`src/rtl/core/gpd_pkg.sv`:
```
// Shared widths, register indexes and stage payload types of the pixel divider.
`default_nettype none

package gpd_pkg;

  localparam int SAMPLE_BITS = 16;

  localparam int EPS_W = 15;
  localparam int FRAC_W = 4;
  localparam int MIN_W = 16;
  localparam int MAX_W = 15;
  localparam int CFG_DATA_W = 16;
  localparam int CFG_IDX_W = 2;

  localparam int MAX_SHIFT = (2 ** FRAC_W) - 1;
  localparam int QW = SAMPLE_BITS + MAX_SHIFT;
  localparam int BPS = 4;
  localparam int STAGES = (QW + BPS - 1) / BPS;
  localparam int QWP = STAGES * BPS;
  localparam int SW = QWP + 2;
  localparam int CMP_W = SAMPLE_BITS + EPS_W + 1;

  localparam logic [CFG_IDX_W-1:0] CFG_EPS = 2'd0;
  localparam logic [CFG_IDX_W-1:0] CFG_FRAC = 2'd1;
  localparam logic [CFG_IDX_W-1:0] CFG_MIN = 2'd2;
  localparam logic [CFG_IDX_W-1:0] CFG_MAX = 2'd3;

  typedef struct packed {
    logic                   guarded;
    logic                   neg;
    logic [SAMPLE_BITS-1:0] dmag;
    logic [SAMPLE_BITS-1:0] rem;
    logic [QWP-1:0]         dvd;
    logic [QWP-1:0]         quo;
  } div_t;

  typedef struct packed {
    logic                 guarded;
    logic signed [SW-1:0] q;
  } rnd_t;

  typedef struct packed {
    logic [SAMPLE_BITS-1:0] quotient;
    logic                   guarded;
    logic                   sat;
  } res_t;

endpackage

`default_nettype wire

```
`src/rtl/core/gpd_prep.sv`:
```
// Entry stage: operand magnitudes, fraction scaling and the divisor guard.
`default_nettype none

module gpd_prep (
  input  logic                                clk_i,
  input  logic                                rst_ni,
  input  logic [gpd_pkg::EPS_W-1:0]           eps_i,
  input  logic [gpd_pkg::FRAC_W-1:0]          frac_i,
  input  logic                                valid_i,
  output logic                                ready_o,
  input  logic signed [gpd_pkg::SAMPLE_BITS-1:0] numerator_i,
  input  logic signed [gpd_pkg::SAMPLE_BITS-1:0] divisor_i,
  output logic                                valid_o,
  input  logic                                ready_i,
  output gpd_pkg::div_t                       data_o
);

  logic                           vld_q;
  gpd_pkg::div_t                  data_q;
  gpd_pkg::div_t                  data_d;
  logic [gpd_pkg::SAMPLE_BITS-1:0] nmag;
  logic [gpd_pkg::SAMPLE_BITS-1:0] dmag;

  always_comb begin
    nmag = numerator_i[gpd_pkg::SAMPLE_BITS-1] ? (~numerator_i + 1'b1) : numerator_i;
    dmag = divisor_i[gpd_pkg::SAMPLE_BITS-1] ? (~divisor_i + 1'b1) : divisor_i;
    data_d.guarded = (gpd_pkg::CMP_W'(dmag) <= gpd_pkg::CMP_W'(eps_i));
    data_d.neg = numerator_i[gpd_pkg::SAMPLE_BITS-1] ^ divisor_i[gpd_pkg::SAMPLE_BITS-1];
    data_d.dmag = dmag;
    data_d.rem = '0;
    data_d.dvd = gpd_pkg::QWP'(nmag) << frac_i;
    data_d.quo = '0;
  end

  assign ready_o = !vld_q || ready_i;

  always_ff @(posedge clk_i or negedge rst_ni) begin
    if (!rst_ni) begin
      vld_q <= 1'b0;
    end else if (ready_o) begin
      vld_q <= valid_i;
    end
  end

  always_ff @(posedge clk_i) begin
    if (valid_i && ready_o) begin
      data_q <= data_d;
    end
  end

  assign valid_o = vld_q;
  assign data_o = data_q;

endmodule

`default_nettype wire

```
`src/rtl/core/gpd_div_stage.sv`:
```
// One restoring-division stage that retires four quotient bits.
`default_nettype none

module gpd_div_stage (
  input  logic          clk_i,
  input  logic          rst_ni,
  input  logic          valid_i,
  output logic          ready_o,
  input  gpd_pkg::div_t data_i,
  output logic          valid_o,
  input  logic          ready_i,
  output gpd_pkg::div_t data_o
);

  logic          vld_q;
  gpd_pkg::div_t data_q;
  gpd_pkg::div_t data_d;

  always_comb begin
    logic [gpd_pkg::SAMPLE_BITS:0] trial;
    data_d = data_i;
    for (int b = 0; b < gpd_pkg::BPS; b++) begin
      trial = {data_d.rem, data_d.dvd[gpd_pkg::QWP-1]};
      data_d.dvd = {data_d.dvd[gpd_pkg::QWP-2:0], 1'b0};
      if (trial >= {1'b0, data_d.dmag}) begin
        trial = trial - {1'b0, data_d.dmag};
        data_d.quo = {data_d.quo[gpd_pkg::QWP-2:0], 1'b1};
      end else begin
        data_d.quo = {data_d.quo[gpd_pkg::QWP-2:0], 1'b0};
      end
      data_d.rem = trial[gpd_pkg::SAMPLE_BITS-1:0];
    end
  end

  assign ready_o = !vld_q || ready_i;

  always_ff @(posedge clk_i or negedge rst_ni) begin
    if (!rst_ni) begin
      vld_q <= 1'b0;
    end else if (ready_o) begin
      vld_q <= valid_i;
    end
  end

  always_ff @(posedge clk_i) begin
    if (valid_i && ready_o) begin
      data_q <= data_d;
    end
  end

  assign valid_o = vld_q;
  assign data_o = data_q;

endmodule

`default_nettype wire

```
`src/rtl/core/gpd_post.sv`:
```
// Rounding to nearest even, sign restore, guard zeroing, limit clipping and the output register.
`default_nettype none

module gpd_post (
  input  logic                                clk_i,
  input  logic                                rst_ni,
  input  logic signed [gpd_pkg::SW-1:0]       lim_lo_i,
  input  logic signed [gpd_pkg::SW-1:0]       lim_hi_i,
  input  logic                                valid_i,
  output logic                                ready_o,
  input  gpd_pkg::div_t                       data_i,
  output logic                                valid_o,
  input  logic                                ready_i,
  output gpd_pkg::res_t                       data_o
);

  logic                              rnd_vld_q;
  gpd_pkg::rnd_t                     rnd_q;
  gpd_pkg::rnd_t                     rnd_d;
  logic                              out_vld_q;
  gpd_pkg::res_t                     out_q;
  gpd_pkg::res_t                     out_d;
  logic                              rnd_rdy;
  logic                              inc;
  logic [gpd_pkg::SAMPLE_BITS:0]     two_r;
  logic [gpd_pkg::QWP:0]             qm;
  logic signed [gpd_pkg::SW-1:0]     q_mag;
  logic signed [gpd_pkg::SW-1:0]     q_clip;

  always_comb begin
    two_r = {data_i.rem, 1'b0};
    inc = (two_r > {1'b0, data_i.dmag}) ||
          ((two_r == {1'b0, data_i.dmag}) && data_i.quo[0]);
    qm = {1'b0, data_i.quo} + (gpd_pkg::QWP + 1)'(inc);
    q_mag = $signed({1'b0, qm});
    rnd_d.guarded = data_i.guarded;
    rnd_d.q = data_i.neg ? -q_mag : q_mag;
  end

  always_comb begin
    out_d.guarded = rnd_q.guarded;
    out_d.sat = 1'b0;
    q_clip = rnd_q.q;
    if (rnd_q.guarded) begin
      q_clip = '0;
    end else if (rnd_q.q > lim_hi_i) begin
      q_clip = lim_hi_i;
      out_d.sat = 1'b1;
    end else if (rnd_q.q < lim_lo_i) begin
      q_clip = lim_lo_i;
      out_d.sat = 1'b1;
    end
    out_d.quotient = q_clip[gpd_pkg::SAMPLE_BITS-1:0];
  end

  assign rnd_rdy = !out_vld_q || ready_i;
  assign ready_o = !rnd_vld_q || rnd_rdy;

  always_ff @(posedge clk_i or negedge rst_ni) begin
    if (!rst_ni) begin
      rnd_vld_q <= 1'b0;
      out_vld_q <= 1'b0;
    end else begin
      if (ready_o) begin
        rnd_vld_q <= valid_i;
      end
      if (rnd_rdy) begin
        out_vld_q <= rnd_vld_q;
      end
    end
  end

  always_ff @(posedge clk_i) begin
    if (valid_i && ready_o) begin
      rnd_q <= rnd_d;
    end
    if (rnd_vld_q && rnd_rdy) begin
      out_q <= out_d;
    end
  end

  assign valid_o = out_vld_q;
  assign data_o = out_q;

endmodule

`default_nettype wire

```
`src/rtl/core/guarded_pixel_divide.sv`:
```
// Top level of the guarded fixed-point pixel divider.
// One entry register, eight divider stages of four quotient bits each, a rounding register
// and the output register. Throughput is one transaction per cycle with no bubbles while
// out_ready_i is held high. Reset clears all valid bits and loads the registers with
// eps 0, frac 0, min 0, max 255.
`default_nettype none

module guarded_pixel_divide (
  input  logic                                   clk_i,
  input  logic                                   rst_ni,
  input  logic                                   cfg_we_i,
  input  logic [gpd_pkg::CFG_IDX_W-1:0]          cfg_idx_i,
  input  logic [gpd_pkg::CFG_DATA_W-1:0]         cfg_data_i,
  input  logic                                   in_valid_i,
  output logic                                   in_ready_o,
  input  logic signed [gpd_pkg::SAMPLE_BITS-1:0] numerator_i,
  input  logic signed [gpd_pkg::SAMPLE_BITS-1:0] divisor_i,
  output logic                                   out_valid_o,
  input  logic                                   out_ready_i,
  output logic signed [gpd_pkg::SAMPLE_BITS-1:0] quotient_o,
  output logic                                   divisor_small_o,
  output logic                                   saturated_o
);

  logic [gpd_pkg::EPS_W-1:0]        eps_q;
  logic [gpd_pkg::FRAC_W-1:0]       frac_q;
  logic signed [gpd_pkg::MIN_W-1:0] out_min_q;
  logic [gpd_pkg::MAX_W-1:0]        out_max_q;
  logic signed [gpd_pkg::SW-1:0]    lim_lo;
  logic signed [gpd_pkg::SW-1:0]    lim_hi;
  logic [gpd_pkg::SAMPLE_BITS-1:0]  lim_lo_n;
  logic [gpd_pkg::SAMPLE_BITS-1:0]  lim_hi_n;

  logic                 stg_vld [0:gpd_pkg::STAGES];
  logic                 stg_rdy [0:gpd_pkg::STAGES];
  gpd_pkg::div_t        stg_bus [0:gpd_pkg::STAGES];
  gpd_pkg::res_t        res;

  always_ff @(posedge clk_i or negedge rst_ni) begin
    if (!rst_ni) begin
      eps_q <= '0;
      frac_q <= '0;
      out_min_q <= '0;
      out_max_q <= gpd_pkg::MAX_W'(255);
    end else if (cfg_we_i) begin
      unique case (cfg_idx_i)
        gpd_pkg::CFG_EPS:  eps_q <= cfg_data_i[gpd_pkg::EPS_W-1:0];
        gpd_pkg::CFG_FRAC: frac_q <= cfg_data_i[gpd_pkg::FRAC_W-1:0];
        gpd_pkg::CFG_MIN:  out_min_q <= cfg_data_i[gpd_pkg::MIN_W-1:0];
        gpd_pkg::CFG_MAX:  out_max_q <= cfg_data_i[gpd_pkg::MAX_W-1:0];
        default: ;
      endcase
    end
  end

  assign lim_lo = gpd_pkg::SW'(out_min_q);
  assign lim_hi = $signed(gpd_pkg::SW'(out_max_q));
  assign lim_lo_n = lim_lo[gpd_pkg::SAMPLE_BITS-1:0];
  assign lim_hi_n = lim_hi[gpd_pkg::SAMPLE_BITS-1:0];

  gpd_prep u_prep (
    .clk_i       (clk_i),
    .rst_ni      (rst_ni),
    .eps_i       (eps_q),
    .frac_i      (frac_q),
    .valid_i     (in_valid_i),
    .ready_o     (in_ready_o),
    .numerator_i (numerator_i),
    .divisor_i   (divisor_i),
    .valid_o     (stg_vld[0]),
    .ready_i     (stg_rdy[0]),
    .data_o      (stg_bus[0])
  );

  for (genvar k = 0; k < gpd_pkg::STAGES; k++) begin : g_div
    gpd_div_stage u_stage (
      .clk_i   (clk_i),
      .rst_ni  (rst_ni),
      .valid_i (stg_vld[k]),
      .ready_o (stg_rdy[k]),
      .data_i  (stg_bus[k]),
      .valid_o (stg_vld[k+1]),
      .ready_i (stg_rdy[k+1]),
      .data_o  (stg_bus[k+1])
    );
  end

  gpd_post u_post (
    .clk_i    (clk_i),
    .rst_ni   (rst_ni),
    .lim_lo_i (lim_lo),
    .lim_hi_i (lim_hi),
    .valid_i  (stg_vld[gpd_pkg::STAGES]),
    .ready_o  (stg_rdy[gpd_pkg::STAGES]),
    .data_i   (stg_bus[gpd_pkg::STAGES]),
    .valid_o  (out_valid_o),
    .ready_i  (out_ready_i),
    .data_o   (res)
  );

  assign quotient_o = res.quotient;
  assign divisor_small_o = res.guarded;
  assign saturated_o = res.sat;

  a_small_zero: assert property (@(posedge clk_i) disable iff (!rst_ni)
    out_valid_o && divisor_small_o |-> quotient_o == '0 && !saturated_o)
    else $error("Guarded result is not zero or is flagged as saturated.");

  a_sat_limit: assert property (@(posedge clk_i) disable iff (!rst_ni)
    out_valid_o && saturated_o |-> quotient_o == lim_hi_n || quotient_o == lim_lo_n)
    else $error("Saturated result does not equal a limit.");

  a_full_stall: assert property (@(posedge clk_i) disable iff (!rst_ni)
    !in_ready_o |-> out_valid_o && !out_ready_i)
    else $error("Input is blocked while the pipeline can still advance.");

endmodule

`default_nettype wire
```
`config.mk`:
```
export PLATFORM = sky130hd
export DESIGN_NAME = guarded_pixel_divide
export DESIGN_NICKNAME = d
export VERILOG_FILES = /design/src/rtl/core/gpd_pkg.sv /design/src/rtl/core/gpd_prep.sv /design/src/rtl/core/gpd_div_stage.sv /design/src/rtl/core/gpd_post.sv /design/src/rtl/core/guarded_pixel_divide.sv
export SDC_FILE = /design/constraint.sdc
export NUM_CORES = 2
export LEC_CHECK = 0
export BUFFER_PORTS_ARGS = -buffer_cell sky130_fd_sc_hd__clkbuf_2
export CORE_ASPECT_RATIO = 0.8
export CORE_MARGIN = 4
export CORE_UTILIZATION = 46
export DETAILED_ROUTE_END_ITERATION = 8
export PLACE_DENSITY = 0.6
export SYNTH_ARGS = -nofsm -noshare
export SYNTH_HDL_FRONTEND = slang
export SYNTH_HIERARCHICAL = 1
export SYNTH_SLANG_ARGS = --single-unit
```
`constraint.sdc`:
```
create_clock -name clk_i -period 12.1 [get_ports clk_i]
set_input_delay 1.815 -clock clk_i [delete_from_list [all_inputs] [get_ports clk_i]]
set_output_delay 1.815 -clock clk_i [all_outputs]
set_load 0.02 [all_outputs]
```
* Word-level counts from Yosys, hierarchy flattened
Index checks and enable logic that the tools add are counted.
** Storage, ports and cells
- Register bits after elaboration :: 692
- Output and inout port bits :: 20
- Logic and storage cells :: 265
** Cells by class
- Add/sub/neg operators :: 36
- Order comparisons :: 36
- Equal/unequal tests :: 4
- Shifts and indexed selects :: 1
- Muxes and demuxes :: 71
- Bitwise gates (word level) :: 3
- Reductions and logical operators :: 41
** Operators with widths (number)
- $mux 16 :: 35
- $ge 17x16->1 :: 31
- $sub 16x16->16 :: 31
- $gt 34x16->1 :: 1
- $lt 34x16->1 :: 1
- $mux 1 :: 34
- $neg 33->34 :: 1
- $add 32x1->33 :: 1
- $mux 33 :: 1
- $add 16x1->16 const B :: 2
- $not 16->16 :: 2
- $shl 16x4->32 :: 1
- $eq 17x16->1 :: 1
- $gt 17x16->1 :: 1
- $ge 1x16->1 :: 1
- $le 16x15->1 :: 1
- $sub 1x16->16 :: 1
- $mux 15 :: 1
- $logic_and 1x1->1 :: 12
- $logic_or 1x1->1 :: 12
- $logic_not 1->1 :: 11
- $reduce_and 2->1 :: 4
- $eq 2x2->1 const B :: 2
- $eq 2x1->1 const B :: 1
- 3 further kinds :: 3

* Depth between registers and ports, before layout
- Depth after elaboration :: 13
- Depth in mapped cells :: 52

* By module
Netlist, hierarchy kept.
** By module, submodules not included
- gpd_div_stage at g_div[2].u_stage ... :: instances 5, cells an instance 647, area an instance 6872.8 µm², seq. area each 2847.7 µm²
- gpd_div_stage at g_div[0].u_stage ... :: instances 2, cells an instance 620, area an instance 6766.5 µm², seq. area each 2847.7 µm²
- gpd_div_stage at g_div[1].u_stage :: instances 1, cells an instance 641, area an instance 6841.6 µm², seq. area each 2847.7 µm²
- gpd_post :: instances 1, cells an instance 731, area an instance 6409.9 µm², seq. area each 1641.6 µm²
- gpd_prep :: instances 1, cells an instance 490, area an instance 4444.3 µm², seq. area each 1496.4 µm²
- guarded_pixel_divide :: instances 1, cells an instance 108, area an instance 1901.8 µm², seq. area each 1261.2 µm²

* Worst setup path after synthesis
No wires, ideal clock.
- Path type :: register -> register
- Start :: register g_div[0].u_stage.data_q (netlist bit g_div[0].u_stage/data_o[81])
- End :: register g_div[1].u_stage.data_q (netlist bit g_div[1].u_stage/data_o[77]), data pin
- Library setup time :: 264 ps
- Data arrival time :: 9432 ps
- Slack :: 2405 ps
- Cell stages (with the launch flop) :: 44
- Period minus slack after synthesis :: 9695 ps
- Cells stage by stage :: edfxtp_1 > inv_1 > ha_1 > nor2b_1 > o31a_1 > o311ai_4 > a21oi_2 > or2_1 > buf_2 > buf_2 > buf_1 > o21ai_0 > inv_1 > ha_1 > nor2b_1 > o31a_1 > o31ai_1 > a21oi_1 > [... 8 more ...] > o31ai_1 > o21a_1 > nor3_1 > o31ai_4 > clkbuf_1 > nor2_1 > a21oi_1 > ha_1 > a21o_1 > and4_1 > o2111ai_1 > a31oi_1 > o21ai_0 > inv_1 > a21oi_2 > clkbuf_1 > mux2i_1 > mux2i_1
** RTL lines
- start: declaration :: line gpd_div_stage.sv:16 : gpd_pkg::div_t data_q;
- start signal: assignment :: line gpd_div_stage.sv:47 : data_q <= data_d;
- end signal: assignment :: line gpd_div_stage.sv:47
- end: declaration :: line gpd_div_stage.sv:16

==> run metrics <==
Clk Latency, worst-skew pair=~0.67 ns; vertical extent of the die=~330 microns; CP Class=reg2reg; clk sinks=691; per-cell via count in the routed design=~6.0; IO buf count=74; Area growth, synth to finish=7.54%; commonest non-fill, non-tap cells in the layout=630 x sky130_fd_sc_hd__edfxtp_1, 614 x sky130_fd_sc_hd__ha_1, 465 x sky130_fd_sc_hd__inv_1, 433 x sky130_fd_sc_hd__a21oi_1, 363 x sky130_fd_sc_hd__nor2_1; total congestion overflow=0; initial antenna violation count=7; number of warnings printed during yosys synthesis=6; Synth Cell Area=60300 sq um; TritonCTS clock tree=done; Inserted Clock Buffers=75; share of the cycle needed by the critical path after routing=a little over nine tenths; starting utilization of the core area=46.4%; Min-Delay Path Class=reg2reg; Detail Placement HPWL=133000 microns; post-detailed-route count of antenna-violating nets=0; Filler Cells Inserted=approximately 12000; Setup-failing EPs final=0; final-report max-slew violation count=0; final weighted congestion in routability-driven placement=0.930; average instance area after synthesis=9.80 sq um; Die W=413 microns; data arrival time at the worst-slack endpoint=~12 ns; maximum capacitance violations=0; Critical Path Sink Type=flip-flop; mean routed wirelength per cell=between 20 and 25 microns; drt initial violations=4832; slew at the pin with the worst max-slew slack=1.21 ns; clock input transition at the sequential cells of the worst setup and hold paths=0.07 ns; post-CTS resize count=0; die area=137000 sq um; Crit path required time=12.48 ns; number of placement rows=118; WL final=167000 microns; highest net fanout along the worst path=21; number of levels the H-tree was split into=3; area of the core region=130000 sq um; remaining routing DRC violations=0; number of iterations in the first detailed-routing pass=6; Final #Nets=6915; max_slew headroom=between 10% and 20%; Post-CTS Hold Buffers=0; Critical path buffers and inverters=5; utilization of the core after routing=about half; synthesized netlist cell count=6149; vias in the first global route=44244; Final min period=11.39 ns; most common cell type on the critical path=sky130_fd_sc_hd__a21oi_1; CP Launch Type=flip-flop; number of top-level pins=75; total track usage=23.8%; global-route wire length before repair=259000 microns; post-CTS repair timing setup buffer count=0; run status=finished, final reports clean; most frequent standard cell in the layout excluding fill and tap cells=sky130_fd_sc_hd__edfxtp_1; clock root buffer=sky130_fd_sc_hd__clkbuf_16; final setup skew=0.0281 ns; total via count after detailed routing=~48000; longest individual stage delay on the worst path=around 0.56 ns; Bufs on Longest Clock Path=3; Max Fclk=slightly below 0.09 GHz; number of hold violations in the final report=0; share of layout cells above drive strength 1=about an eighth; crit-path leading delay family=compound AO/OA/AOI/OAI gates; setup TNS after final layout=0 ns; maximum number of pins on one net before global-route repair=67; critical-path cell with the highest stage delay=sky130_fd_sc_hd__or4b_1
==> worst paths after layout <==
path                                              from                          end  slack, ns  cells past startpoint
hold / removal              g_div[5].u_stage/data_o[5]   g_div[6].u_stage/data_o[9]       0.40                      0
min in group asynchronous                       rst_ni                    eps_q[12]       1.33                      2
setup reg to reg           g_div[2].u_stage/data_o[91]  g_div[3].u_stage/data_o[77]       0.71                     41
max in group asynchronous                       rst_ni                    frac_q[0]      10.21                      2
hold reg to reg             g_div[5].u_stage/data_o[5]   g_div[6].u_stage/data_o[9]       0.40                      0
setup / recovery           g_div[2].u_stage/data_o[91]  g_div[3].u_stage/data_o[77]       0.71                     41
==> layer usage <==
metal | up-vias | global-route usage [%] | part of all wire [%]
li1 | 23196 | - | -
met1 | 22821 | 37.5 | 50
met2 | 1591 | 33.1 | 40
met3 | 167 | 4.71 | 7.8
met4 | 0 | 5.05 | 2.0
met5 | - | 0 | 0
==> worst register-to-register path, delay by kind of cell, from the launching register on <==
family,cells,cell delay [ns]
compound gates,21,5.24
fa+ha+maj,4,1.38
buf+inv,5,1.13
flops,1,0.49
mux,1,0.41
simple gates,10,2.47
==> flip-flops by register name, indices dropped and copies added, names as in the netlist <==
signal and count:
u_post/rnd_vld_q 1, u_post/data_o 18, u_prep/data_o 49, g_div.u_stage/valid_o 8
u_post/out_d 1, u_post/valid_o 1, u_post/rnd_q 34, lim_lo_n 16
g_div.u_stage/data_o 528, eps_q 15, out_max_q 15, frac_q 4
u_prep/valid_o 1
==> area by class of cell <==
type | count | area [sq um] | area share [%]
diodes | 3 | 7.51 | 0.0116
clock buffers | 90 | 1980 | 3.05
clock inverters | 45 | 515 | 0.795
inverters | 485 | 1820 | 2.81
multi-input cells | 4837 | 37100 | 57.2
flip-flops and latches | 691 | 20500 | 31.6
well taps | 1740 | 2180 | 3.36
repair buffers | 124 | 758 | 1.17
==> through the flow <==
stage | instances | instance area (sq um) | worst slack [ns] | hold slack, ns
floorplan | 6184 | 60400 | 2.40 | 0.400
global placement | 7877 | 62300 | 0.363 | 0.400
finish | 8015 | 64800 | 0.711 | 0.399
detailed placement | 7877 | 62300 | 0.391 | 0.405
global route | 8012 | 64800 | -0.0222 | 0.409
CTS | 8012 | 64800 | 0.342 | 0.397
Power is left out: the tool's default activity adds up to more than one toggle a clock period on the data nets, which glitch-free logic cannot reach.
